===== src/rtl/core/htsp_pkg.sv =====
`default_nettype none

package htsp_pkg;

	localparam int unsigned TIME_BITS = 32;

	localparam int unsigned IN_DATA_BITS  = 32;
	localparam int unsigned IN_USER_BITS  = 1;
	localparam int unsigned OUT_DATA_BITS = 56;
	localparam int unsigned OUT_USER_BITS = 2;
	localparam int unsigned CFG_IDX_BITS  = 8;
	localparam int unsigned CFG_DATA_BITS = 16;

	localparam logic [7:0] CRC_POLY = 8'h31;
	localparam logic [7:0] CMD_TRIG_T = 8'hF3;
	localparam logic [7:0] CMD_TRIG_H = 8'hF5;

	localparam logic [14:0] T_SCALE  = 15'd17572;
	localparam logic [14:0] H_SCALE  = 15'd12500;
	localparam logic [15:0] T_OFFSET = 16'd4685;
	localparam logic [15:0] H_OFFSET = 16'd600;
	localparam logic [31:0] ROUND_HALF = 32'd32768;

	typedef enum logic [0:0] {
		OP_TICK  = 1'b0,
		OP_REPLY = 1'b1
	} op_t;

	typedef enum logic [1:0] {
		REQ_NONE   = 2'd0,
		REQ_DETECT = 2'd1,
		REQ_WRITE  = 2'd2,
		REQ_READ   = 2'd3
	} req_t;

	typedef enum logic [CFG_IDX_BITS-1:0] {
		REG_ADDR    = 8'd0,
		REG_CHANNEL = 8'd1,
		REG_POLL    = 8'd2,
		REG_CONV    = 8'd3
	} reg_idx_t;

	typedef enum logic [8:0] {
		PH_DETECT     = 9'b000000001,
		PH_ACK_DETECT = 9'b000000010,
		PH_ACK_TWRITE = 9'b000000100,
		PH_CONV_T     = 9'b000001000,
		PH_ACK_TREAD  = 9'b000010000,
		PH_ACK_HWRITE = 9'b000100000,
		PH_CONV_H     = 9'b001000000,
		PH_ACK_HREAD  = 9'b010000000,
		PH_WAIT       = 9'b100000000
	} phase_t;

	function automatic logic [7:0] crc8(input logic [7:0] a, input logic [7:0] b);
		logic [15:0] bits;
		logic [7:0] c;
		bits = {a, b};
		c = 8'd0;
		for (int i = 15; i >= 0; i--) begin
			if (c[7] ^ bits[i]) begin
				c = {c[6:0], 1'b0} ^ CRC_POLY;
			end else begin
				c = {c[6:0], 1'b0};
			end
		end
		return c;
	endfunction

endpackage

`default_nettype wire


===== src/rtl/core/humidity_temp_sensor_poller.sv =====
// an accepted input word is registered in the input register, then in the result register
// throughput: one word per cycle while result words are taken, one input register and one result register
// the state update and the scaling multiply sit between the two registers
// arst_n clears control state, the cycle state and both valid flags to defaults; data registers have no reset
// a result word waiting on m_tready stalls the input register, so s_tready drops while it holds a word
`default_nettype none

module humidity_temp_sensor_poller (
	input  wire logic                                clk,
	input  wire logic                                arst_n,
	input  wire logic                                s_tvalid,
	output logic                                     s_tready,
	// reply_ok, reply_msb, reply_lsb, reply_check, zero fill
	input  wire logic [htsp_pkg::IN_DATA_BITS-1:0]   s_tdata,
	// opcode
	input  wire logic [htsp_pkg::IN_USER_BITS-1:0]   s_tuser,
	output logic                                     m_tvalid,
	input  wire logic                                m_tready,
	// request_address, request_channel, command_byte, temperature_centi,
	// humidity_centi, error_flag, ready_flag, zero fill
	output logic [htsp_pkg::OUT_DATA_BITS-1:0]       m_tdata,
	// request_kind
	output logic [htsp_pkg::OUT_USER_BITS-1:0]       m_tuser,
	input  wire logic                                cfg_valid,
	output logic                                     cfg_ready,
	input  wire logic [htsp_pkg::CFG_IDX_BITS-1:0]   cfg_index,
	input  wire logic [htsp_pkg::CFG_DATA_BITS-1:0]  cfg_data
);
	import htsp_pkg::*;

	logic        valid_s1;
	op_t         op_s1;
	logic        ok_s1;
	logic [7:0]  msb_s1;
	logic [7:0]  lsb_s1;
	logic        good_s1;

	logic [6:0]  addr_q;
	logic [1:0]  chan_q;
	logic [15:0] poll_q;
	logic [7:0]  conv_q;

	phase_t                phase_q;
	logic [TIME_BITS-1:0]  time_q;
	logic [TIME_BITS-1:0]  stamp_q;
	logic [TIME_BITS-1:0]  cycle_stamp_q;
	logic [14:0]           temp_q;
	logic [14:0]           hum_q;
	logic                  err_q;
	logic                  rdy_q;

	logic                  out_valid_q;
	req_t                  kind_q;
	logic [6:0]            out_addr_q;
	logic [1:0]            out_chan_q;
	logic [7:0]            out_cmd_q;
	logic [14:0]           out_temp_q;
	logic [14:0]           out_hum_q;
	logic                  out_err_q;
	logic                  out_rdy_q;

	logic                  advance;
	logic [TIME_BITS-1:0]  time_inc;
	logic [TIME_BITS-1:0]  span;
	logic                  conv_done;
	logic                  poll_done;
	logic [15:0]           raw;
	logic [31:0]           t_prod;
	logic [31:0]           h_prod;
	logic [15:0]           t_conv;
	logic [15:0]           h_conv;

	phase_t                phase_d;
	logic [TIME_BITS-1:0]  time_d;
	logic [TIME_BITS-1:0]  stamp_d;
	logic [TIME_BITS-1:0]  cycle_stamp_d;
	logic [14:0]           temp_d;
	logic [14:0]           hum_d;
	logic                  err_d;
	logic                  rdy_d;
	req_t                  kind_d;
	logic [7:0]            cmd_d;

	assign advance   = valid_s1 && (!out_valid_q || m_tready);
	assign s_tready  = !valid_s1 || advance;
	assign cfg_ready = 1'b1;

	always_ff @(posedge clk or negedge arst_n) begin
		if (!arst_n) begin
			valid_s1 <= 1'b0;
		end else if (s_tready) begin
			valid_s1 <= s_tvalid;
		end
	end

	always_ff @(posedge clk) begin
		if (s_tvalid && s_tready) begin
			op_s1   <= op_t'(s_tuser[0]);
			ok_s1   <= s_tdata[0];
			msb_s1  <= s_tdata[8:1];
			lsb_s1  <= s_tdata[16:9];
			good_s1 <= (s_tdata[24:17] == crc8(s_tdata[8:1], s_tdata[16:9]));
		end
	end

	always_ff @(posedge clk or negedge arst_n) begin
		if (!arst_n) begin
			addr_q <= 7'd64;
			chan_q <= 2'd0;
			poll_q <= 16'd1000;
			conv_q <= 8'd100;
		end else if (cfg_valid) begin
			unique case (cfg_index)
				REG_ADDR:    addr_q <= cfg_data[6:0];
				REG_CHANNEL: chan_q <= cfg_data[1:0];
				REG_POLL:    poll_q <= cfg_data;
				REG_CONV:    conv_q <= cfg_data[7:0];
				default: ;
			endcase
		end
	end

	assign time_inc  = time_q + TIME_BITS'(1);
	assign span      = time_inc - stamp_q;
	assign conv_done = span >= TIME_BITS'(conv_q);
	assign poll_done = span >= TIME_BITS'(poll_q);

	assign raw    = {msb_s1, lsb_s1};
	assign t_prod = 32'(T_SCALE) * 32'(raw) + ROUND_HALF;
	assign h_prod = 32'(H_SCALE) * 32'(raw) + ROUND_HALF;
	assign t_conv = t_prod[31:16] - T_OFFSET;
	assign h_conv = h_prod[31:16] - H_OFFSET;

	always_comb begin
		phase_d       = phase_q;
		time_d        = time_q;
		stamp_d       = stamp_q;
		cycle_stamp_d = cycle_stamp_q;
		temp_d        = temp_q;
		hum_d         = hum_q;
		err_d         = err_q;
		rdy_d         = rdy_q;
		kind_d        = REQ_NONE;
		cmd_d         = 8'd0;
		if (op_s1 == OP_TICK) begin
			time_d = time_inc;
			unique case (phase_q)
				PH_DETECT: begin
					cycle_stamp_d = time_inc;
					kind_d        = REQ_DETECT;
					phase_d       = PH_ACK_DETECT;
				end
				PH_CONV_T: begin
					if (conv_done) begin
						kind_d  = REQ_READ;
						phase_d = PH_ACK_TREAD;
					end
				end
				PH_CONV_H: begin
					if (conv_done) begin
						kind_d  = REQ_READ;
						phase_d = PH_ACK_HREAD;
					end
				end
				PH_WAIT: begin
					if (poll_done) begin
						phase_d = PH_DETECT;
					end
				end
				default: ;
			endcase
		end else if (!ok_s1) begin
			unique case (phase_q)
				PH_ACK_DETECT, PH_ACK_TWRITE, PH_ACK_TREAD, PH_ACK_HWRITE,
				PH_ACK_HREAD: begin
					err_d   = 1'b1;
					rdy_d   = 1'b0;
					stamp_d = time_q;
					phase_d = PH_WAIT;
				end
				default: ;
			endcase
		end else begin
			unique case (phase_q)
				PH_ACK_DETECT: begin
					kind_d  = REQ_WRITE;
					cmd_d   = CMD_TRIG_T;
					phase_d = PH_ACK_TWRITE;
				end
				PH_ACK_TWRITE: begin
					stamp_d = time_q;
					phase_d = PH_CONV_T;
				end
				PH_ACK_TREAD: begin
					if (good_s1) begin
						temp_d = t_conv[14:0];
					end
					kind_d  = REQ_WRITE;
					cmd_d   = CMD_TRIG_H;
					phase_d = PH_ACK_HWRITE;
				end
				PH_ACK_HWRITE: begin
					err_d   = 1'b0;
					stamp_d = time_q;
					phase_d = PH_CONV_H;
				end
				PH_ACK_HREAD: begin
					if (good_s1) begin
						hum_d = h_conv[14:0];
					end
					rdy_d   = 1'b1;
					stamp_d = cycle_stamp_q;
					phase_d = PH_WAIT;
				end
				default: ;
			endcase
		end
	end

	always_ff @(posedge clk or negedge arst_n) begin
		if (!arst_n) begin
			phase_q       <= PH_DETECT;
			time_q        <= '0;
			stamp_q       <= '0;
			cycle_stamp_q <= '0;
			temp_q        <= '0;
			hum_q         <= '0;
			err_q         <= 1'b0;
			rdy_q         <= 1'b0;
		end else if (advance) begin
			phase_q       <= phase_d;
			time_q        <= time_d;
			stamp_q       <= stamp_d;
			cycle_stamp_q <= cycle_stamp_d;
			temp_q        <= temp_d;
			hum_q         <= hum_d;
			err_q         <= err_d;
			rdy_q         <= rdy_d;
		end
	end

	always_ff @(posedge clk or negedge arst_n) begin
		if (!arst_n) begin
			out_valid_q <= 1'b0;
		end else if (advance) begin
			out_valid_q <= 1'b1;
		end else if (m_tready) begin
			out_valid_q <= 1'b0;
		end
	end

	always_ff @(posedge clk) begin
		if (advance) begin
			kind_q     <= kind_d;
			out_addr_q <= (kind_d != REQ_NONE) ? addr_q : 7'd0;
			out_chan_q <= (kind_d != REQ_NONE) ? chan_q : 2'd0;
			out_cmd_q  <= cmd_d;
			out_temp_q <= temp_d;
			out_hum_q  <= hum_d;
			out_err_q  <= err_d;
			out_rdy_q  <= rdy_d;
		end
	end

	assign m_tvalid = out_valid_q;
	assign m_tuser  = kind_q;
	assign m_tdata  = {7'd0, out_rdy_q, out_err_q, out_hum_q, out_temp_q, out_cmd_q,
		out_chan_q, out_addr_q};

endmodule

`default_nettype wire


===== config.mk =====
export PLATFORM = sky130hd
export DESIGN_NAME = humidity_temp_sensor_poller
export DESIGN_NICKNAME = d
export VERILOG_FILES = /design/src/rtl/core/htsp_pkg.sv /design/src/rtl/core/humidity_temp_sensor_poller.sv
export SDC_FILE = /design/constraint.sdc
export NUM_CORES = 1
export LEC_CHECK = 0
export BUFFER_PORTS_ARGS = -buffer_cell sky130_fd_sc_hd__buf_2
export CAP_MARGIN = 20
export CORE_MARGIN = 8
export CORE_UTILIZATION = 50
export CTS_CLUSTER_SIZE = 30
export DETAILED_ROUTE_END_ITERATION = 8
export PLACE_DENSITY = 0.68
export SETUP_SLACK_MARGIN = 0.3
export SLEW_MARGIN = 20
export SYNTH_ARGS = -nofsm -noshare
export SYNTH_HDL_FRONTEND = slang
export SYNTH_SLANG_ARGS = --single-unit

===== constraint.sdc =====
create_clock -name clk -period 14.25 [get_ports clk]
set_clock_uncertainty 0.2 [all_clocks]
set_input_delay 2.1375 -clock clk [delete_from_list [all_inputs] [get_ports clk]]
set_output_delay 2.1375 -clock clk [all_outputs]
set_load 0.05 [all_outputs]

==> impl_metrics.py <==
metrics = {
    "run_status": {
        "status": "finished clean",
    },
    "yosys": {
        "synth.distinct_cells": 93,
        "post_synth_instance_area_sq_um": 20500,
        "async_reset_ff_share_pct": 72.6,
        "cells_after_synthesis": 2150,
        "synth_sequential_area_ratio_pct": 30.5,
        "synth-edff-count": 65,
        "synth.avg_cell_area_sq_um": 9.55,
        "yosysTopAreaCellShare_pct": 19.6,
        "yosys_warnings": 0,
        "main_area_contributors_after_synthesis": "dfrtp_1, ha_1, edfxtp_1, fa_1, xnor2_1",
        "synth_top_flop_cell": "dfrtp_1",
        "synth_top_cell_by_area": "dfrtp_1",
        "postSynthRegisterBits": 237,
    },
    "timing": {
        "pins_over_their_slew_limit": 0,
        "setup_tns_ns": 0,
        "slew-limit-headroom_pct": 30.4,
        "fmax_mhz": 131,
        "worst-slew-pin-transition_ns": 1.04,
        "final.min_clock_period_ns": 7.64,
        "period_share_pct": 53.6,
        "setup_viol_count_final": 0,
        "unrepaired_setup_endpoints_after_global_routing": "no",
        "timing_hold_violations_final": 0,
    },
    "cts": {
        "tritoncts": "done",
        "clock-root-buffer": "clkbuf_16",
        "post_cts_setup_buffer_count": 0,
        "clk_latency_ns": 0.58,
        "ctsLongestPathBuffers": 3,
        "numClockSinks": 237,
        "holdBufCountCts": 0,
        "ctsResizeCount": 0,
        "cts-buffers-inserted": 28,
        "clock_tree.htree_level_count": 1,
        "clk_pin_slew_ns": 0.05,
    },
    "global_routing": {
        "grt_antenna_before_repair": 0,
        "pin_count_of_the_biggest_net_entering_global_routing": 70,
        "via_count_of_the_first_global_routing_pass": 15700,
        "first_pass_grt_wire_length_microns": 77500,
        "overflow": 0,
        "globalRouteTotalUtil_pct": 19.2,
    },
    "setup_path": {
        "critPathKind": "reg2reg",
        "timing.critical_path.to_type": "register",
        "timing.critical_path.fanout_max": 9,
        "critical_path_required_ns": 14.46,
        "regToRegSetupSlack_ns": 6.61,
        "setup.worst_path.start_class": "register",
        "rr_worst_depth": 23,
        "critical_path_arrival_ns": 7.85,
        "regToRegEndpoint": "out_hum_q[14]",
        "r2r_start": "lsb_s1[2]",
    },
    "die": {
        "core_area_sq_um": 40600,
        "chipWidth_microns": 219,
        "io_pins": 123,
        "die_height_microns": 219,
        "initial_core_util_pct": 50.5,
        "core.rowCount": 74,
        "die_area_sq_um": 47800,
    },
    "drt": {
        "initialDrtViolationCount": 916,
        "remaining_drc_errors": 0,
        "vias": 15600,
        "drtAntennaViolNets": 0,
        "routedWlPerCell_microns": 16.6,
        "detailed_routing_iteration_count_for_the_pre_antenna_repair_pass": 5,
        "drt-total-wl_microns": 46200,
        "routed_via_density": 5.60,
    },
    "final_layout": {
        "num-nets-final": 2609,
        "antennaDiodeCount": 0,
        "layout-drive-gt1-share_pct": 12.9,
        "synthToLayoutAreaGrowth_pct": 9.40,
        "postLayoutCoreUtil_pct": 55.3,
    },
    "power_and_ir_drop": {
        "irDropWorstVdd_v": 0.000309,
        "sequentialPowerShare_pct": 15.7,
        "clock_power_share_pct": 15.2,
        "p_int_mw": 2.49,
        "total_switching_power_mw": 2.33,
        "swShare_pct": 48.3,
        "cellLeakagePower_nw": 11.0,
        "power.combinational.fraction_pct": 69.1,
        "power-per-cell-area_nw_per_um2": 214,
    },
    "min_path": {
        "worst_hold_path.num_cells": 2,
        "hold_path_class": "reg2reg",
        "destination_of_the_worst_hold_path": "temp_q[4]",
        "timing.hold.worst.start": "temp_q[4]",
    },
    "placed_design": {
        "count_of_input_and_output_buffers": 106,
        "gp_routability_congestion": 0.885,
        "detailed_place_hpwl_microns": 35600,
    },
    "flow_run": {
        "timing.max_cap.violations": 0,
    },
}
logic make-up (layout without fill, tap and decap cells):
logic type / Yosys count / count (layout) / share of synthesized area (%)
compound gates: 406 / 406 / 13.4
xor+xnor: 193 / 193 / 8.27
fa+ha+maj: 317 / 317 / 21.7
buf+inv: 319 / 414 / 6.12
flops: 237 / 237 / 30.5
mux: 129 / 129 / 6.84
other cells: 2 / 9 / 0.0366
simple gates: 547 / 547 / 13.1
cell usage after synthesis (all sizes together) (12+ instances only):
cell    instances
a211oi         18
a21boi         16
a21o           37
a21oi          80
a31oi          20
and2           18
and3           27
buf            20
clkbuf         52
dfrtp         161
edfxtp         65
fa             66
ha            251
inv           247
mux2           90
mux2i          39
nand2         204
nand2b         16
nand3          49
nand4          16
nor2           88
nor2b          19
nor3           33
nor4           17
o211ai         14
o21ai         107
or3            12
or4            13
xnor2         126
xor2           67
registers in the layout, indices dropped and copies added (netlist names), 3 cells and up:
signal,cells
addr_q,7
conv_q,8
cycle_stamp_q,32
hum_q,15
lsb_s1,8
msb_s1,8
out_addr_q,7
out_cmd_q,3
out_hum_q,15
out_temp_q,15
phase_q,9
poll_q,16
stamp_q,32
temp_q,15
time_q,32
area by class of cell:
cell class                      count  area (sq um)
Clock buffer                       34           743
Timing Repair Buffer              115           604
Sequential cell                   237          6270
Clock inverter                     18           208
Tap cell                          532           666
Multi-Input combinational cell   1601         13000
Inverter                          247           927
Fill cell                        3563         18200
worst max path at each step:
| stage | to | slack, ns | startpoint |
|---|---|---|---|
| 2_1_floorplan | out_hum_q[14] | 7.42 | lsb_s1[2] |
| 3_3_place_gp | out_hum_q[14] | 6.83 | lsb_s1[2] |
| 3_5_place_dp | out_hum_q[14] | 6.66 | lsb_s1[2] |
| 4_1_cts | out_hum_q[14] | 6.63 | lsb_s1[2] |
| 5_1_grt | out_temp_q[14] | 6.11 | lsb_s1[1] |
| 6_report | out_hum_q[14] | 6.61 | lsb_s1[2] |
placed cells by master, fill, tap and decap left out, types with 8 or more instances in the layout:
cell,instances
nor4_1,17
nand4_1,15
buf_2,105
nand2b_1,16
nand3_1,48
a21boi_0,11
or4_1,13
dfstp_2,11
buf_4,9
fa_1,66
o211ai_1,13
a211oi_1,16
xor2_1,67
or3_1,10
dfrtp_1,161
a21oi_1,78
edfxtp_1,65
nand2_1,203
nor2b_1,19
and3_1,26
and2_1,15
a21o_1,37
clkbuf_16,28
o21ai_0,103
ha_1,251
o31ai_1,9
o21a_1,10
xnor2_1,125
nor2_1,88
mux2i_1,39
nand3b_1,8
nor3_1,33
inv_1,246
conb_1,9
mux2_2,90
a31oi_1,20
power by group through the flow:
stage	Combinational [mW]	Clock, mW	Sequential, mW
finish	3.33	0.732	0.754
global route	3.75	0.777	0.758
CTS	3.32	0.755	0.755
detailed placement	3.29	0	0.767
global placement	3.23	0	0.766
floorplan	2.60	0	0.783
routing by layer:
metal | up-vias | global-route usage (%) | routed length [microns]
li1 | 7677 | - | -
met1 | 7540 | 25.9 | 21700
met2 | 312 | 32.9 | 21900
met3 | 57 | 2.34 | 1820
met4 | 0 | 4.05 | 818
met5 | - | 0 | 0
worst max-delay path: stages, from the launching register on:
cell	delay [ns]
edfxtp_1	0.58
ha_1	0.43
ha_1	0.36
xnor2_1	0.19
ha_1	0.28
fa_1	0.54
inv_1	0.06
fa_1	0.52
inv_1	0.04
ha_1	0.40
a21oi_1	0.26
nor3b_1	0.20
o21ai_1	0.13
a21bo_2	0.28
nand2_1	0.08
ha_1	0.22
o2111ai_1	0.33
or4_1	0.71
o31a_1	0.34
a211oi_2	0.27
xnor2_2	0.21
a21oi_2	0.13
or4_1	0.51
a31oi_1	0.20
per-stage QoR:
step	setup slack [ns]	hold slack (ns)	cells	area, sq um	power (mW)
floorplan	7.42	0.235	2157	20600	3.38
global placement	6.83	0.246	2732	21500	3.99
CTS	6.63	0.276	2784	22500	4.83
finish	6.61	0.273	2784	22500	4.82
global route	6.11	0.294	2784	22500	5.28
detailed placement	6.66	0.263	2732	21500	4.06
Note: power is estimated with default switching activity, not from simulation.
